$ cat config.mk
export PLATFORM = sky130hd
export DESIGN_NAME = bccp_divider
export DESIGN_NICKNAME = d
export VERILOG_FILES = /design/src/hw/rtl/bccp_divider.sv
export SDC_FILE = /design/constraint.sdc
export NUM_CORES = 1
export LEC_CHECK = 0
export ABC_AREA = 1
export ABC_CLOCK_PERIOD_IN_PS = 3400
export BUFFER_PORTS_ARGS = -buffer_cell sky130_fd_sc_hd__buf_4
export CAP_MARGIN = 20
export CORE_ASPECT_RATIO = 1.25
export CORE_UTILIZATION = 55
export DETAILED_ROUTE_END_ITERATION = 8
export PLACE_DENSITY = 0.89
export SETUP_SLACK_MARGIN = 0.1
export SLEW_MARGIN = 20
export SYNTH_ARGS = -nofsm -noshare
export SYNTH_HDL_FRONTEND = slang
export SYNTH_SLANG_ARGS = --single-unit
export TNS_END_PERCENT = 5
$ cat constraint.sdc
create_clock -name clk -period 3.4 [get_ports clk]
set_input_delay 0.34 -clock clk [delete_from_list [all_inputs] [get_ports clk]]
set_output_delay 0.34 -clock clk [all_outputs]
set_load 0.005 [all_outputs]
$ cat src/hw/rtl/bccp_divider.sv
// ----------------------------------------------------------------------------
// bccp_divider: bit-serial restoring divider
// Divides a W-bit dividend by a D-bit divisor, one quotient bit per cycle.
// ----------------------------------------------------------------------------
module bccp_divider #(
	parameter int unsigned W = 40,
	parameter int unsigned D = 21
) (
	input  logic         clk,
	input  logic         arst_n,
	input  logic         start,
	input  logic [W-1:0] dividend,
	input  logic [D-1:0] divisor,
	output logic         done,
	output logic [W-1:0] quotient,
	output logic [D-1:0] remainder
);
	localparam int unsigned CW = $clog2(W + 1);

	logic [W-1:0]  quo_q;
	logic [D-1:0]  rem_q;
	logic [D-1:0]  div_q;
	logic [CW-1:0] cnt_q;
	logic          busy_q;
	logic          done_q;
	logic [D:0]    trial;
	logic [D+1:0]  diff;

	// One restoring step: shift in the next dividend bit and try a subtract.
	// The extra top bit of the difference is the borrow.
	assign trial = {rem_q, quo_q[W-1]};
	assign diff  = {1'b0, trial} - {2'b00, div_q};

	always_ff @(posedge clk or negedge arst_n) begin
		if (!arst_n) begin
			busy_q <= 1'b0;
			done_q <= 1'b0;
			cnt_q  <= '0;
		end else begin
			done_q <= 1'b0;
			if (start) begin
				busy_q <= 1'b1;
				cnt_q  <= CW'(W);
				quo_q  <= dividend;
				rem_q  <= '0;
				div_q  <= divisor;
			end else if (busy_q) begin
				if (!diff[D+1]) begin
					rem_q <= diff[D-1:0];
					quo_q <= {quo_q[W-2:0], 1'b1};
				end else begin
					rem_q <= trial[D-1:0];
					quo_q <= {quo_q[W-2:0], 1'b0};
				end
				cnt_q <= cnt_q - 1'b1;
				if (cnt_q == CW'(1)) begin
					busy_q <= 1'b0;
					done_q <= 1'b1;
				end
			end
		end
	end

	assign done      = done_q;
	assign quotient  = quo_q;
	assign remainder = rem_q;
endmodule

# Word level (Yosys, flattened, before mapping)
# Cells that the tools add are included.
word_totals:
  reg_bits: 90
  input_bits: 64
  out_inout_bits: 62
  elab_cells: 25
classes:
  addsub: 2
  n_eq_ne: 1
  mux: 13
  n_reduce_logical: 3
ops:
  columns: ["cell", "count"]
  rows:
  - ["$mux W40", 2]
  - ["$mux W21", 2]
  - ["$sub A22 B21 Y23", 1]
  - ["$mux W6", 2]
  - ["$mux W1", 7]
  - ["$eq A6 B1 Y1 const B", 1]
  - ["$sub A6 B1 Y6 const B", 1]
  - ["$reduce_and A2 Y1", 2]
  - ["$reduce_bool A2 Y1", 1]

# Depth between registers and ports, before layout
logic_depth:
  word_depth: 4
  ltp_mapped: 14
  depth_no_buf: 14

# Worst setup path before layout
# OpenSTA, ideal clock, no wires.
synth_timing:
  path_type: "input -> register"
  start: "input port start"
  end: "register quo_q[0] (netlist: quotient[0]) (enable)"
  setup_time_ns: 0.438
  t_arrival_ns: 2.714
  required_time_ns: 2.962
  setup_slack_ns: 0.248
  stages: 4
  n_path_buf: 2
  path_cell_list: "clkbuf_1 -> nor2_1 -> clkbuf_1 -> nor2_1"
synth_between:
  elab_chain_len: 2
synth_rtl:
  columns: ["element", "line_no", "source"]
  rows:
  - ["start, declared", "11", "input logic start,"]
  - ["$reduce_bool A2 Y1 (no line)", null, null]
  - ["$reduce_and A2 Y1 (no line)", null, null]
  - ["end signal, assigned", "44", "quo_q <= dividend;"]
  - ["end signal, assigned", "50", "quo_q <= {quo_q[W-2:0], 1'b1};"]
  - ["end signal, assigned", "53", "quo_q <= {quo_q[W-2:0], 1'b0};"]
  - ["end, declared", "20", "logic [W-1:0] quo_q;"]
# No other way between the ends.
# A chain may end at the register's enable or synchronous reset.

# Worst setup path in the final report
layout_timing:
  start: "register quo_q[39] (netlist: quotient[39])"
  end: "register rem_q[16] (netlist: remainder[16]), data pin"
layout_between:
  elab_chain_len: 3
layout_rtl:
  columns: ["element", "line_no", "source"]
  rows:
  - ["$sub A22 B21 Y23", "32", "assign diff = {1'b0, trial} - {2'b00, div_q};"]
  - ["$mux W21", "48", "if (!diff[D+1]) begin"]
  - ["$mux W21", "47", "end else if (busy_q) begin"]
  - ["end signal, assigned", "49", "rem_q <= diff[D-1:0];"]
  - ["end signal, assigned", "52", "rem_q <= trial[D-1:0];"]
  - ["end, declared", "21", "logic [D-1:0] rem_q;"]
# No other way between the ends.

==> impl_metrics.ini <==
[outcome]
outcome = complete, no violations

[routing]
ant_nets = 0
vias = 5132
wl_per_cell_um = 14.2
dr.pass1.iters = 5
routed_wl_um = 13900
vias_per_cell = 5.25
first_iter_violations = 281
drc = 0

[timing]
tightest_slew_ns = 0.864
finalHoldViolations = 0
timing.final.crit_share_pct = 77.4
finalSetupViolCount = 0
fin_tns_setup_ns = 0
skew_ns = 0.0106
final_max_slew_viol_count = 0
fmax_mhz = 380
rsz0062_at_grt = false
min_period_ns = 2.63
slew-limit-headroom_pct = 42.3

[clocking]
h-tree-depth = 3
cts.sinks = 90
clk_transition_reported_paths_ns = 0.07
clock_latency_ns = 0.35
post-cts-setup-buffer-count = 0
clockBufferDepth = 2
cts_buffers = 9
cts_root_buf = clkbuf_16
cts_tree = yes

[logic_synthesis]
synthArstFlopShare_pct = 8.89
synth_most_common_cell = nand2_1
synthTopCellsByArea = edfxtp_1 (44%), nand2_1 (21%), inv_1 (8.6%), ha_1 (5.2%), nand3_1 (4.2%)
synth-edff-count = 82
yosysTopAreaCell = edfxtp_1
syn_inst = 720
synth_seq_cells = 90
synthTopCellsByCount = nand2_1 (310), inv_1 (127), edfxtp_1 (82)
synth_nets = 808
netlist_area_um2 = 5540
ys_seq_area_share_pct = 48.1
synthFlopType = edfxtp_1
yosys_warnings = 0
synth_top_area_share_pct = 44.5
synth.avg_cell_area_um2 = 7.69
synth_cell_types = 32

[power_and_ir_drop]
ir_worst_vdd_mv = 0.396
p_leak_nw = 3.67
p_per_area_nw_per_um2 = 493

[layout]
antennaDiodeCount = 0
fin_nets = 934
fillCellCount = 760
syn2layout_area_growth_pct = 24.9
multi_input_area_um2 = 2320
drive_gt1_share_pct = 19.0
stdcell_area_um2 = 6920
ff_latch_area_um2 = 2660

[floorplan]
fp.dieH_um = 114
die_area_um2 = 10500
design.portCount = 126
die_x_um = 91.8
fp.coreArea_um2 = 9710
start_util_pct = 57.0
num_rows = 40

[global_routing]
grt_pass1_wl_um = 22800
met3_usage_pct = 7.30
grt_start_max_net_pins = 47
gr-usage-met1_pct = 29.7
gr-usage-met2_pct = 51.3
grt_pass1_vias = 5118
grt.overflow.total = 0
track_usage_pct = 28.1
grt-busiest-layer = met2
antenna_found_initial = 0

[placement]
placed_area_um2 = 6600
dp_hpwl_um = 10000
io_buffers = 125
globalplace.congestion = 0.926

[min_path]
hp-start = divisor[4]
worstHoldPathCells = 1
hp-class = input pin to flip-flop
whs_endpoint = div_q[4]

[setup_path]
rr_worst_depth = 13
critPathCaptureType = flip-flop
cp_max_fo = 25
worstSetupStartpointType = flip-flop
worst-setup-path-type = flip-flop to flip-flop
crit_arrival_ns = 2.85
rr_endpoint = remainder[16]
regToRegStartpoint = quotient[39]
cp.required_ns = 3.62
ff2ff_setup_slack_ns = 0.77

[run]
cap_violations = 0
==> state kept, by name, indices dropped and copies added, names as in the netlist <==
signal and count:
done 1, busy_q 1, remainder 21, div_q 21, quotient 40, cnt_q 6
==> cell families after synthesis <==
family / share of synthesized area, %
buffers and inverters: 10.2
XOR/XNOR: 1.11
flip-flops: 48.1
adder cells (fa/ha/maj): 5.56
AO/OA/AOI/OAI: 2.71
AND/OR/NAND/NOR: 32.4
==> metal layers <==
metal,vias to the layer above,share of wire (%)
met4,0,4.1
met5,-,0
li1,2518,-
met2,218,52
met3,55,7.1
met1,2341,37
==> final cells by class <==
type	instances	share of cell area, %
well taps	126	2.28
inverters	128	6.95
clock buffers	9	3.26
repair buffers	132	14.4
clock inverters	7	1.12
flip-flops and latches	90	38.5
multi-input cells	485	33.5
==> placed cells by master, fill, tap and decap left out, types with 4 or more instances in the layout <==
| master | netlist | final |
|---|---|---|
| inv_1 | 127 | 127 |
| nor3_1 | 7 | 7 |
| edfxtp_1 | 82 | 82 |
| nand2_1 | 310 | 310 |
| dfrtp_1 | 8 | 8 |
| xnor2_1 | 5 | 5 |
| o21ai_0 | 6 | 6 |
| a21oi_1 | 11 | 11 |
| nand3_1 | 47 | 47 |
| nand2_2 | 4 | 4 |
| ha_1 | 23 | 23 |
| nand4_1 | 20 | 20 |
| clkbuf_16 | 0 | 9 |
| o21ai_1 | 7 | 7 |
| buf_4 | 0 | 131 |
| nor2_1 | 28 | 27 |
==> per-stage QoR <==
| step | setup slack (ns) | power (mW) | instances | utilization (%) | hold slack, ns |
|---|---|---|---|---|---|
| 3_3_place_gp | 0.890 | 2.36 | 960 | 68.0 | 0.297 |
| 2_1_floorplan | 0.248 | 2.06 | 720 | - | 0.0444 |
| 6_report | 0.770 | 3.41 | 977 | 71.2 | 0.162 |
| 3_5_place_dp | 0.801 | 2.39 | 960 | 68.0 | 0.302 |
| 5_1_grt | 0.521 | 3.60 | 977 | 71.2 | 0.156 |
| 4_1_cts | 0.791 | 3.42 | 977 | 71.2 | 0.156 |
==> worst max path at each step <==
stage / depth (start not counted) / endpoint / slack, ns / from
2_1_floorplan: 4 / quotient[0] / 0.25 / start
3_3_place_gp: 12 / remainder[3] / 0.89 / quotient[39]
3_5_place_dp: 12 / remainder[4] / 0.80 / quotient[39]
4_1_cts: 12 / remainder[4] / 0.79 / quotient[39]
5_1_grt: 13 / remainder[10] / 0.52 / quotient[39]
6_report: 13 / remainder[16] / 0.77 / quotient[39]
==> critical path, stage by stage (launching register included) <==
cell      delay, ns
edfxtp_1       0.39
inv_1          0.10
ha_1           0.14
inv_1          0.07
fa_1           0.43
nand2_1        0.08
nor2_1         0.05
nand2_1        0.05
nand3_1        0.16
nand2_4        0.28
nand3_4        0.32
nand3_1        0.22
nand3_1        0.11
nand2_1        0.08
==> power by group <==
group | internal, mW | leakage, nW | total [mW] | switching, mW
Clock | 0.578 | 0.152 | 1.03 | 0.449
Sequential | 1.34 | 0.902 | 1.41 | 0.0747
Combinational | 0.395 | 2.62 | 0.973 | 0.577
Total | 2.31 | 3.67 | 3.41 | 1.10
==> repair_timing <==
action | in CTS | in global routing
hold buffers | 1 | 0
gates resized for setup | 0 | 0
endpoints found under the hold margin | 8 | 0
Power figures use the tool's default switching activity.
