### src/hw/rtl/bccp_serial_mac.sv
// ----------------------------------------------------------------------------
// bccp_serial_mac: shift-and-add multiply accumulate
// Computes acc + a * b with one multiplier bit per cycle, truncated to W bits.
// ----------------------------------------------------------------------------
module bccp_serial_mac #(
	parameter int unsigned W = 40,
	parameter int unsigned B = 21
) (
	input  logic         clk,
	input  logic         arst_n,
	input  logic         start,
	input  logic [W-1:0] a,
	input  logic [B-1:0] b,
	input  logic [W-1:0] acc,
	output logic         done,
	output logic [W-1:0] result
);
	localparam int unsigned CW = $clog2(B + 1);

	logic [W-1:0]  a_q;
	logic [B-1:0]  b_q;
	logic [W-1:0]  sum_q;
	logic [CW-1:0] cnt_q;
	logic          busy_q;
	logic          done_q;

	// Each step adds the shifted multiplicand when the current multiplier bit is set.
	always_ff @(posedge clk or negedge arst_n) begin
		if (!arst_n) begin
			busy_q <= 1'b0;
			done_q <= 1'b0;
			cnt_q  <= '0;
		end else begin
			done_q <= 1'b0;
			if (start) begin
				busy_q <= 1'b1;
				cnt_q  <= CW'(B);
				a_q    <= a;
				b_q    <= b;
				sum_q  <= acc;
			end else if (busy_q) begin
				if (b_q[0]) begin
					sum_q <= sum_q + a_q;
				end
				a_q   <= {a_q[W-2:0], 1'b0};
				b_q   <= {1'b0, b_q[B-1:1]};
				cnt_q <= cnt_q - 1'b1;
				if (cnt_q == CW'(1)) begin
					busy_q <= 1'b0;
					done_q <= 1'b1;
				end
			end
		end
	end

	assign done   = done_q;
	assign result = sum_q;
endmodule

### config.mk
export PLATFORM = sky130hd
export DESIGN_NAME = bccp_serial_mac
export DESIGN_NICKNAME = d
export VERILOG_FILES = /design/src/hw/rtl/bccp_serial_mac.sv
export SDC_FILE = /design/constraint.sdc
export NUM_CORES = 1
export LEC_CHECK = 0
export BUFFER_PORTS_ARGS = -buffer_cell sky130_fd_sc_hd__buf_4
export CORE_MARGIN = 4
export CORE_UTILIZATION = 50
export DETAILED_ROUTE_END_ITERATION = 16
export PLACE_DENSITY = 0.85
export SETUP_SLACK_MARGIN = 0.02
export SYNTH_ARGS = -nofsm -noshare
export SYNTH_HDL_FRONTEND = slang
export SYNTH_SLANG_ARGS = --single-unit
### constraint.sdc
create_clock -name clk -period 3.44 [get_ports clk]
set_input_delay 0.344 -clock clk [delete_from_list [all_inputs] [get_ports clk]]
set_output_delay 0.344 -clock clk [all_outputs]
set_load 0.1 [all_outputs]
=== Yosys cells after proc, flatten, opt, wreduce, memory -nomap -nowiden ===
Cells that the tools add are included.

* Add/subtract/negate cells: 2
* $mul: 0
* Divide/modulo/power cells: 0
* Magnitude comparators: 0
* Equal/unequal tests: 1
* Shifts and indexed selects: 0
* Muxes and demuxes: 15
* Bitwise logic cells: 0
* Reduce and logical (&&, ||, !) cells: 4

{| class="wikitable"
|+ Operator list
! cell !! count
|-
| $mux W40 || 5
|-
| $mux W21 || 2
|-
| $add A40 B40 Y40 || 1
|-
| $mux W5 || 2
|-
| $mux W1 || 6
|-
| $eq A5 B1 Y1 const B || 1
|-
| $sub A5 B1 Y5 const B || 1
|-
| $reduce_bool A2 Y1 || 2
|-
| $reduce_and A3 Y1 || 1
|-
| $reduce_and A2 Y1 || 1
|}

* Flip-flop bits (word level): 108
* Bits in latches: 0
* Bits in writable memories: 0
* Memory bits (read-only): 0
* Input bits: 104
* Output and inout bits: 41
* Memories: 0

=== Depth between registers and ports, before layout ===
Gate-level depths: netlist of the first run.

* Depth in word-level cells: 4
* Mapped depth: 12
* Mapped depth without buffers: 12

=== Worst setup path before layout of the first run ===
OpenSTA, ideal clock, no wires.

* Path type: input port to flip-flop
* Start: in start
* End: reg sum_q[0], in the netlist result[0], enable pin
* Data arrival time: 3,476 ps
* Data required time: 3,040 ps
* Path slack: -435 ps
* Cell stages on the path: 4
* Cells stage by stage: clkbuf_1 -> clkbuf_1 -> o21a_1 -> o21a_1

* Longest elaborated chain between the ends: 2
* Elaborated cells between the ends (all ways): 3

{| class="wikitable"
|+ Ends and longest elaborated chain
! item !! RTL line !! text
|-
| start: declaration || 11 || <nowiki>input logic start,</nowiki>
|-
| $reduce_bool A2 Y1 (no line) || n/a ||
|-
| $reduce_and A3 Y1 (no line) * || n/a ||
|-
| end signal: assignment || 43 || <nowiki>sum_q <= sum_q + a_q;</nowiki>
|-
| end: declaration || 22 || <nowiki>logic [W-1:0] sum_q;</nowiki>
|}

Every way passes the cells marked *; elsewhere a longest branch is shown, timed or not.
A chain may end at the register's enable or synchronous reset.

=== Worst setup path in the final report of the first run ===
* Start: reg sum_q[0], in the netlist result[0]
* End: reg sum_q[36], in the netlist result[36] (data pin)

* Longest elaborated chain between the ends: 4

{| class="wikitable"
|+ Ends and longest elaborated chain
! item !! RTL line !! text
|-
| $add A40 B40 Y40 || 43 ||
|-
| $mux W40 || 42 || <nowiki>if (b_q[0]) begin</nowiki>
|-
| $mux W40 || 41 || <nowiki>end else if (busy_q) begin</nowiki>
|-
| $mux W40 || 35 || <nowiki>if (start) begin</nowiki>
|}

No other way between the ends. The select of a mux whose other input is x is not followed.

==> run summary, run 1 <==
final hold viol count: 0
unrepaired setup endpoints after global routing: no
via count: 5207
port bufs: 144
n_diodes: 0
share of cells above drive strength 1: 0.325
GR Overflow Total: 0
vias per inst: 5.71
Clock Pin Slew Worst Setup and Hold Paths: 80 ps
Lkg Pwr: 0.00341 uW
WHS: 261 ps
Die H: 124 um
number of synthesized flops with an enable pin: 101
GRT Util Overall: 0.211
f_max: 309 MHz
Fillers: 1050
Rows: 42
power consumption: 4170 uW
global-route wire length before repair: 25.2 mm
DRC: 0
cell depth of the worst flop-to-flop path: 12
Power per Cell Area: 507 nW/um^2
placed instance count: 894
FF+latch area: 3210 sq um
Starting DRT DRC Count: 379
CTS Root Cell: clkbuf_16
Hold Crit Start: acc[9]
area occupied by multi-input gates: 3320 sq um
crit path capture type: flop
CP max FO: 3
Clock Sinks: 108
Synth Net Count: 749
# setup viols final: 0
Core Area: 13200 sq um
Layout Cells excl Fill: 912
Data required, critical path: 3650 ps
Clock Skew: 7.85 ps
class of the worst hold path: input port to flop
slew margin rel.: 0.464
Cell variety after synth: 61
YS warnings: 0
Max Slew Vio Count: 0
internal reg-to-reg setup slack: 200 ps
worst-skew pair later-pin latency: 360 ps
Max Buffers Root-to-Sink: 2
initial antenna violation count: 0
CP startpoint kind: flop
Setup Crit Path Kind: flop to flop
WL final: 15.8 mm
RR Endpoint: result[36]
vias in the first global route: 5334
Tightest Pin Transition: 804 ps
Syn-to-layout area delta: 22.8%
IR drop worst, VDD: 0.331 mV
run status: complete, no violations
Seq/Total Area, Yosys: 0.479
CTS tree: yes
most frequent cells in the layout: buf_4 (148), edfxtp_1 (101), nand2_1 (65), mux2_2 (60), o21ai_0 (44)
period utilization: 0.942
pin count of the biggest net entering global routing: 121
full die area: 15300 sq um
Critical Path AT: 3450 ps
cell depth of the worst hold path: 3
dpl hpwl: 11.7 mm
Starting Density: 0.507
fin nets: 877
Max Cap Viol: 0
Hold Path Sink: result[9]
TritonCTS Buffers: 9
I/O pin total: 145
Syn Inst Count: 603
Final min period: 3240 ps
Netlist Area Pre-Place: 6690 sq um
fraction of registers with async set/reset: 0.0648
DIE WIDTH: 124 um
Yosys reg bits: 108
final RePlAce weighted congestion: 0.927
ys flop type: edfxtp_1
1st-pass router iterations: 5
commonest non-fill, non-tap cell in the layout: buf_4
H-tree depth: 3
worst r2r src: result[0]
WL per Instance: 17.4 um
Syn Area/Cell: 11.1 sq um
post-route ant nets: 0
## critical path: stages (launching register included)
cell and delay (ps):
edfxtp_1 360, ha_2 190, inv_1 50, fa_2 350
and2b_1 220, o2111ai_1 150, a211o_1 370, a311o_1 360
a211o_1 310, a31oi_2 190, a21oi_1 150, o211a_1 230
nor3_1 170
## layer usage
layer,GRT usage,vias to the layer above,share of wire
li1,-,2529,-
met1,0.253,2502,0.41
met2,0.360,158,0.49
met3,0.0740,18,0.083
met4,0.0567,0,0.011
met5,0,-,0
## synth_stat cells, types with 2 or more instances
cell,n,share of area
a211o_1,3,0.0039
a211oi_1,6,0.0067
a21boi_0,4,0.0045
a21o_1,30,0.034
a21oi_1,35,0.026
a221o_1,2,0.0030
a311oi_1,2,0.0026
a31o_2,2,0.0026
a31oi_1,8,0.0075
and2_1,4,0.0037
and3_1,4,0.0037
buf_1,6,0.0034
buf_2,3,0.0022
clkbuf_1,24,0.013
dfrtp_1,7,0.026
edfxtp_1,101,0.45
ha_1,41,0.077
inv_1,14,0.0079
mux2_2,60,0.10
nand2_1,65,0.036
nand2b_1,2,0.0019
nand3_1,6,0.0045
nand4_1,10,0.0093
nor2_1,23,0.013
nor2b_1,2,0.0019
nor3_1,4,0.0030
nor3b_1,3,0.0034
o211ai_1,4,0.0045
o21a_1,6,0.0067
o21ai_0,44,0.033
o21ai_1,2,0.0015
o21bai_1,6,0.0067
o22ai_1,2,0.0019
o31ai_1,2,0.0022
or2_2,2,0.0019
or3_1,4,0.0037
xnor2_1,22,0.029
xor2_1,15,0.020
## where the power goes
group          switching [uW]  internal [uW]
combinational             959            543
clock                     505            500
sequential               70.0           1590
total                    1530           2640
## per-stage QoR
stage	utilization	setup WS, ps	TNS (ps)	area, sq um
floorplan	-	-182	-532	6700
global placement	0.601	314	0	7920
detailed placement	0.601	205	0	7920
CTS	0.622	209	0	8210
global route	0.623	28.3	0	8220
finish	0.623	200	0	8220
## logic make-up (layout without fill, tap and decap cells)
kind of cell,after synthesis,count (layout),share of synthesized area
adders and majority gates,42,42,0.0796
xor gates and xnor gates,37,37,0.0484
DFF,108,108,0.479
buffers and inverters,48,181,0.0275
and+or+nand+nor,137,137,0.0964
AOI/OAI and AO/OA,171,171,0.168
muxes,60,60,0.101
## cell type report
| type | instances | share of cell area |
|---|---|---|
| multi-input combinational | 447 | 0.404 |
| sequential | 108 | 0.390 |
| timing repair buffer | 150 | 0.139 |
| clock buffer | 10 | 0.0278 |
| tap | 176 | 0.0268 |
| inverter | 15 | 0.00685 |
| clock inverter | 6 | 0.00578 |
## how the worst max path moves through the flow
stage / from / endpoint / slack, ps / depth (start not counted)
after global placement: result[0] / result[36] / 310 / 12
after floorplan: result[0] / result[36] / -180 / 12
after detailed placement: result[0] / result[36] / 210 / 12
final: result[0] / result[36] / 200 / 12
after global routing: result[0] / result[36] / 30 / 12
after CTS: result[0] / result[36] / 210 / 12
## repair_timing
action,in CTS,in global routing
hold endpoints to repair,7,0
setup endpoints to repair,0,1
hold buffers,1,0
setup buffers,0,1
resized for setup,0,1
## state kept, by name, indices dropped and copies added (netlist names)
register	cells
cnt_q	5
b_q	21
busy_q	1
a_q	40
result	40
done	1
Power figures use the tool's default switching activity.
==> run 2: changes to the inputs <==
--- a/config.mk
+++ b/config.mk
@@ -10,7 +10,7 @@
 export CORE_UTILIZATION = 50
 export DETAILED_ROUTE_END_ITERATION = 16
 export PLACE_DENSITY = 0.85
-export SETUP_SLACK_MARGIN = 0.02
+export SETUP_SLACK_MARGIN = 0.3
 export SYNTH_ARGS = -nofsm -noshare
 export SYNTH_HDL_FRONTEND = slang
 export SYNTH_SLANG_ARGS = --single-unit
==> run 2 against run 1 <==
  * Sequential power barely moved
  * Cell count rose by 0.66%
  * Via count rose by 1.0%
  * Core utilization rose by 1.8 points
  * Sequential share of layout area fell by 1.1 points
  * Wire length rose by 1.8%
  * Clock skew rose by 3.1 ps
  * Die area did not move
  * Clock power rose by 7%
  * Highest routed layer unchanged
==> run summary, run 2 (synthesized netlist as in run 1, its figures left out) <==
placed instance count: 893 (-0.11%)
CTS Root Cell: clkbuf_16
Die H: 124 um (unchanged)
vias in the first global route: 5407 (+1.4%)
Starting DRT DRC Count: 388 (+2.4%)
Layout Cells excl Fill: 918 (+0.66%)
CP max stage delay: 370 ps (about the same)
WHS: 265 ps (+3.42 ps)
Psw: 1570 uW (+2.4%)
H-tree depth: 3 (unchanged)
period utilization: 0.904 (-0.0381)
commonest non-fill, non-tap cell in the layout: buf_4
Max Slew Vio Count: 0 (unchanged)
sequential power share: 0.385 (-0.014)
TritonCTS Buffers: 9 (unchanged)
vias per inst: 5.73 (+0.36%)
f_max: 322 MHz (+4.2%)
CP startpoint kind: flop
IR drop worst, VDD: 0.395 mV (+19%)
# setup viols final: 0 (unchanged)
post-route ant nets: 0 (unchanged)
full die area: 15300 sq um (unchanged)
Data required, critical path: 3530 ps (-120 ps)
Clock Pin Slew Worst Setup and Hold Paths: 70 ps (about the same)
run status: complete, no violations
Lkg Pwr: 0.00348 uW (+2.0%)
cell family with most CP delay: compound AO/OA/AOI/OAI gates
GR Overflow Total: 0 (unchanged)
Power per Cell Area: 511 nW/um^2 (+0.79%)
DRC: 0 (unchanged)
most frequent cells in the layout: buf_4 (154), edfxtp_1 (101), nand2_1 (64), mux2_2 (60), o21ai_0 (40)
WL per Instance: 17.6 um (+1.2%)
Syn-to-layout area delta: 26.4%
Clock Sinks: 108 (unchanged)
Final min period: 3110 ps (-131 ps)
Max Cap Viol: 0 (unchanged)
Max Buffers Root-to-Sink: 2 (unchanged)
Logic pwr share: 0.364 (+0.004)
CTS tree: yes
slew margin rel.: 0.469 (+0.00483)
pin count of the biggest net entering global routing: 123 (+1.7%)
n_diodes: 0 (unchanged)
final hold viol count: 0 (unchanged)
WL final: 16.1 mm (+1.8%)
via count: 5260 (+1.0%)
Setup Crit Path Kind: flop to flop
crit path capture type: flop
port bufs: 144 (unchanged)
Tightest Pin Transition: 797 ps (-7.25 ps)
Worst Path Buf+Inv: 1 (unchanged)
I/O pin total: 145 (unchanged)
DIE WIDTH: 124 um (unchanged)
Starting Density: 0.507 (unchanged)
total internal power: 2750 uW (+4.4%)
cells along the critical path: ha_2 > inv_2 > fa_2 > and2b_1 > o2111ai_2 > a211o_1 > a31o_4 > a311oi_2 > nor2_2 > a21oi_2 > o2111a_1 > a221oi_2
switching share of power: 0.363 (-0.00455)
worst-skew pair later-pin latency: 360 ps (about the same)
GRT Util Overall: 0.212 (+0.00169)
CP max FO: 4 (+1)
Clk pwr share: 0.251 (+0.010)
Core Area: 13200 sq um (unchanged)
class of the worst hold path: input port to flop
unrepaired setup endpoints after global routing: yes
share of cells above drive strength 1: 0.361 (+0.0365)
initial antenna violation count: 0 (unchanged)
fin nets: 883 (+0.68%)
1st-pass router iterations: 5 (unchanged)
final RePlAce weighted congestion: 0.936 (+0.95%)
dpl hpwl: 11.8 mm (+0.61%)
Critical Path AT: 3190 ps (-260 ps)
Rows: 42 (unchanged)
CP max stage cell: edfxtp_1
global-route wire length before repair: 25.5 mm (+1.2%)
Clock Skew: 10.9 ps (+3.09 ps)
[run 2: changes by cell type in the layout (fill, tap and decap cells not counted), sizes merged]
cell,delta
buf,+6
clkinv,-2
inv,+1
bufinv,+1
[run 2: worst reg2reg max path, stage by stage (launching register included)]
cell	delay, ps
edfxtp_1	370
ha_2	200
inv_2	40
fa_2	330
and2b_1	240
o2111ai_2	130
a211o_1	350
a31o_4	250
a311oi_2	290
nor2_2	100
a21oi_2	240
o2111a_1	260
a221oi_2	40
[run 2: what timing repair did]
item	4_1_cts	5_1_grt
pin swaps	11	15
hold buffers	1	0
gates resized for setup	8	10
buffers inserted	4	4
hold endpoints to repair	7	0
endpoints found under the setup margin	3	9
[run 2: worst paths after layout]
| path | startpoint | to | slack (ps) | depth (start not counted) |
|---|---|---|---|---|
| max | a_q[0] | result[38] | 330 | 12 |
| min | acc[1] | result[1] | 260 | 3 |
| max reg2reg | a_q[0] | result[38] | 330 | 12 |
| min reg2reg | cnt_q[4] | cnt_q[4] | 550 | 2 |
| max in group asynchronous | arst_n | cnt_q[4] | 2970 | 2 |
| min in group asynchronous | arst_n | cnt_q[0] | 340 | 2 |
[run 2: power by group through the flow]
stage,registers [uW],clock network (uW),logic [uW]
final,1670,1080,1570
after global routing,1680,1170,1690
after CTS,1670,1110,1540
after detailed placement,1700,0,1520
after global placement,1690,0,1480
after floorplan,2060,0,798
[run 2: cell type report]
type / count / area [sq um]
timing repair buffer: 156 / 1190
multi-input combinational: 447 / 3480
tap: 176 / 220
clock buffer: 10 / 229
inverter: 15 / 56.3
fill: 1047 / 4730
sequential: 108 / 3210
clock inverter: 6 / 77.6
[run 2: per-layer routing]
metal	vias to the layer above	part of all wire	global-route usage
met2	180	0.49	0.363
met1	2511	0.41	0.252
met4	0	0.016	0.0616
met3	29	0.087	0.0754
met5	-	0	0
li1	2540	-	-
[run 2: stage by stage]
| stage | TNS, ps | power [uW] | utilization | setup WS [ps] | instance area (sq um) |
|---|---|---|---|---|---|
| floorplan | -546 | 2860 | - | -181 | 6830 |
| CTS | 0 | 4320 | 0.636 | 275 | 8380 |
| detailed placement | 0 | 3210 | 0.607 | 231 | 8010 |
| finish | 0 | 4320 | 0.641 | 332 | 8460 |
| global placement | 0 | 3170 | 0.607 | 307 | 8010 |
| global route | 0 | 4530 | 0.641 | 197 | 8460 |
==> run 3: changes to the inputs <==
--- a/config.mk
+++ b/config.mk
@@ -6,8 +6,10 @@
 export NUM_CORES = 1
 export LEC_CHECK = 0
 export BUFFER_PORTS_ARGS = -buffer_cell sky130_fd_sc_hd__buf_4
+export CELL_PAD_IN_SITES_DETAIL_PLACEMENT = 0
+export CELL_PAD_IN_SITES_GLOBAL_PLACEMENT = 1
 export CORE_MARGIN = 4
-export CORE_UTILIZATION = 50
+export CORE_UTILIZATION = 39
 export DETAILED_ROUTE_END_ITERATION = 16
 export PLACE_DENSITY = 0.85
 export SETUP_SLACK_MARGIN = 0.3
==> run 3 against run 2 <==
  * Cell count rose by 4.6%
  * Sequential power barely moved
  * Flip-flop and latch count did not move
  * Via count fell by 2.1%
  * Design area rose by 0.41%
  * Clock power barely moved
  * Clock skew fell by 1.5 ps
  * Wire length rose by 2.8%
  * Register-to-register slack got worse by 20 ps
  * First-iteration DRC count fell by 25%
  * Die area rose by 26%
  * Critical path type unchanged
  * Largest cell class unchanged
==> run summary, run 3 (synthesized netlist as in run 1, its figures left out) <==
post-route ant nets: 0 (unchanged)
WL per Instance: 17.3 um (-1.7%)
Power per Cell Area: 506 nW/um^2 (-0.99%)
Max Slew Vio Count: 0 (unchanged)
fin nets: 882 (-0.11%)
CP dominant cell by count: a211o_1
Final min period: 3120 ps (+15.6 ps)
GRT Util Overall: 0.171 (-0.0412)
RR Endpoint: result[32]
full die area: 19300 sq um (+26%)
vias per inst: 5.37 (-6.4%)
CP max stage delay: 370 ps (about the same)
class of the worst hold path: input port to flop
Post-Layout Inst Area: 8490 sq um (+0.41%)
Die H: 139 um (+12%)
Max Buffers Root-to-Sink: 2 (unchanged)
Starting DRT DRC Count: 292 (-25%)
PnR worst setup slack: 316 ps (-15.6 ps)
Data required, critical path: 3520 ps (about the same)
initial antenna violation count: 0 (unchanged)
Rows: 47 (+12%)
Critical Path AT: 3200 ps (about the same)
unrepaired setup endpoints after global routing: yes
Final TNS setup: 0 ps (unchanged)
DIE WIDTH: 139 um (+12%)
final hold viol count: 0 (unchanged)
area post-placement: 8080 sq um (+0.94%)
power consumption: 4300 uW (-0.58%)
cell depth of the worst flop-to-flop path: 12 (unchanged)
H-tree depth: 3 (unchanged)
cells along the critical path: ha_2 > inv_2 > fa_2 > and2b_1 > o2111ai_2 > a211o_1 > a311o_1 > a211o_1 > a31oi_2 > a21oi_2 > xor2_1 > o21ai_1
f_max: 320 MHz (-0.50%)
IR drop worst, VDD: 0.238 mV (-40%)
WL final: 16.6 mm (+2.8%)
area occupied by multi-input gates: 3470 sq um (-0.47%)
pre-CTS WS: 180 ps (-51.1 ps)
I/O pin total: 145 (unchanged)
Starting Density: 0.401 (-0.107)
pin count of the biggest net entering global routing: 66 (-46%)
global-route wire length before repair: 27.1 mm (+6.3%)
Clock Skew: 9.44 ps (-1.51 ps)
Tightest Pin Transition: 853 ps (+56.1 ps)
Fillers: 1523 (+45%)
Hold Crit Start: acc[11]
1st-pass router iterations: 4 (-1)
CP startpoint kind: flop
TritonCTS Buffers: 9 (unchanged)
Clock Pin Slew Worst Setup and Hold Paths: 80 ps (about the same)
dpl hpwl: 12.3 mm (+4.9%)
period utilization: 0.908 (+0.00454)
port bufs: 144 (unchanged)
vias in the first global route: 5339 (-1.3%)
crit path capture type: flop
CP max stage cell: edfxtp_1
share of cells above drive strength 1: 0.362 (+0.000976)
final RePlAce weighted congestion: 0.856 (-8.6%)
GR Overflow Total: 0 (unchanged)
worst r2r src: result[0]
WHS: 264 ps (-0.178 ps)
FF+latch area: 3210 sq um (unchanged)
Core Area: 16700 sq um (+27%)
Clock Sinks: 108 (unchanged)
cell depth of the worst hold path: 3 (unchanged)
commonest non-fill, non-tap cell in the layout: buf_4
cell family with most CP delay: compound AO/OA/AOI/OAI gates
internal reg-to-reg setup slack: 320 ps (-20 ps)
CTS tree: yes
Setup Crit Path Kind: flop to flop
Hold Path Sink: result[11]
# setup viols final: 0 (unchanged)
DRC: 0 (unchanged)
Syn-to-layout area delta: 26.9%
CTS Root Cell: clkbuf_16
run status: complete, no violations
most frequent cells in the layout: buf_4 (152), edfxtp_1 (101), nand2_1 (64), mux2_2 (60), o21ai_0 (40)
Max Cap Viol: 0 (unchanged)
worst-skew pair later-pin latency: 350 ps (about the same)
Worst Path Buf+Inv: 1 (unchanged)
slew margin rel.: 0.431 (-0.0374)
n_diodes: 0 (unchanged)
CP max FO: 3 (-1)
Lkg Pwr: 0.00347 uW (-0.37%)
via count: 5151 (-2.1%)
[run 3: layout make-up]
type / count / area share
Multi-Input combinational cell: 447 / 0.408
Tap cell: 220 / 0.0324
Sequential cell: 108 / 0.378
Clock buffer: 9 / 0.0265
Inverter: 15 / 0.00663
Timing Repair Buffer: 155 / 0.140
Clock inverter: 6 / 0.00854
[run 3: what timing repair did]
item / in CTS / in global routing
endpoints found under the hold margin: 7 / 0
hold buffers: 1 / 0
resized for setup: 5 / 11
pin swaps: 9 / 12
endpoints found under the setup margin: 3 / 8
setup buffers: 2 / 4
[run 3: report_power, final]
group | leakage (uW) | total, uW | internal, uW | switching (uW)
Sequential | 0.00106 | 1660 | 1590 | 70.4
Clock | 0.000143 | 1070 | 571 | 500
Combinational | 0.00226 | 1560 | 576 | 989
Total | 0.00347 | 4300 | 2740 | 1560
[run 3: how the worst max path moves through the flow]
stage / depth (start not counted) / from / slack (ps) / endpoint
after floorplan: 12 / result[0] / -180 / result[36]
final: 12 / result[0] / 320 / result[32]
after global placement: 12 / result[0] / 260 / result[36]
after CTS: 12 / result[0] / 250 / result[32]
after global routing: 12 / result[0] / 180 / result[36]
after detailed placement: 12 / result[0] / 180 / result[36]
[run 3: tightest hold or removal path: cells and delay by family]
family	cells	cell delay, ps
and+or+nand+nor	1	40
buffers and inverters	1	70
AOI/OAI and AO/OA	1	50
[run 3: per-stage QoR]
stage	instances	utilization
after detailed placement	938	0.484
after CTS	956	0.504
final	960	0.509
after floorplan	603	-
after global routing	960	0.509
after global placement	938	0.484
[run 3: routing by layer]
| layer | global-route usage | part of all wire | up-vias |
|---|---|---|---|
| li1 | - | - | 2534 |
| met2 | 0.284 | 0.48 | 134 |
| met4 | 0.0484 | 0.014 | 0 |
| met1 | 0.214 | 0.43 | 2465 |
| met5 | 0 | 0 | - |
| met3 | 0.0569 | 0.072 | 18 |
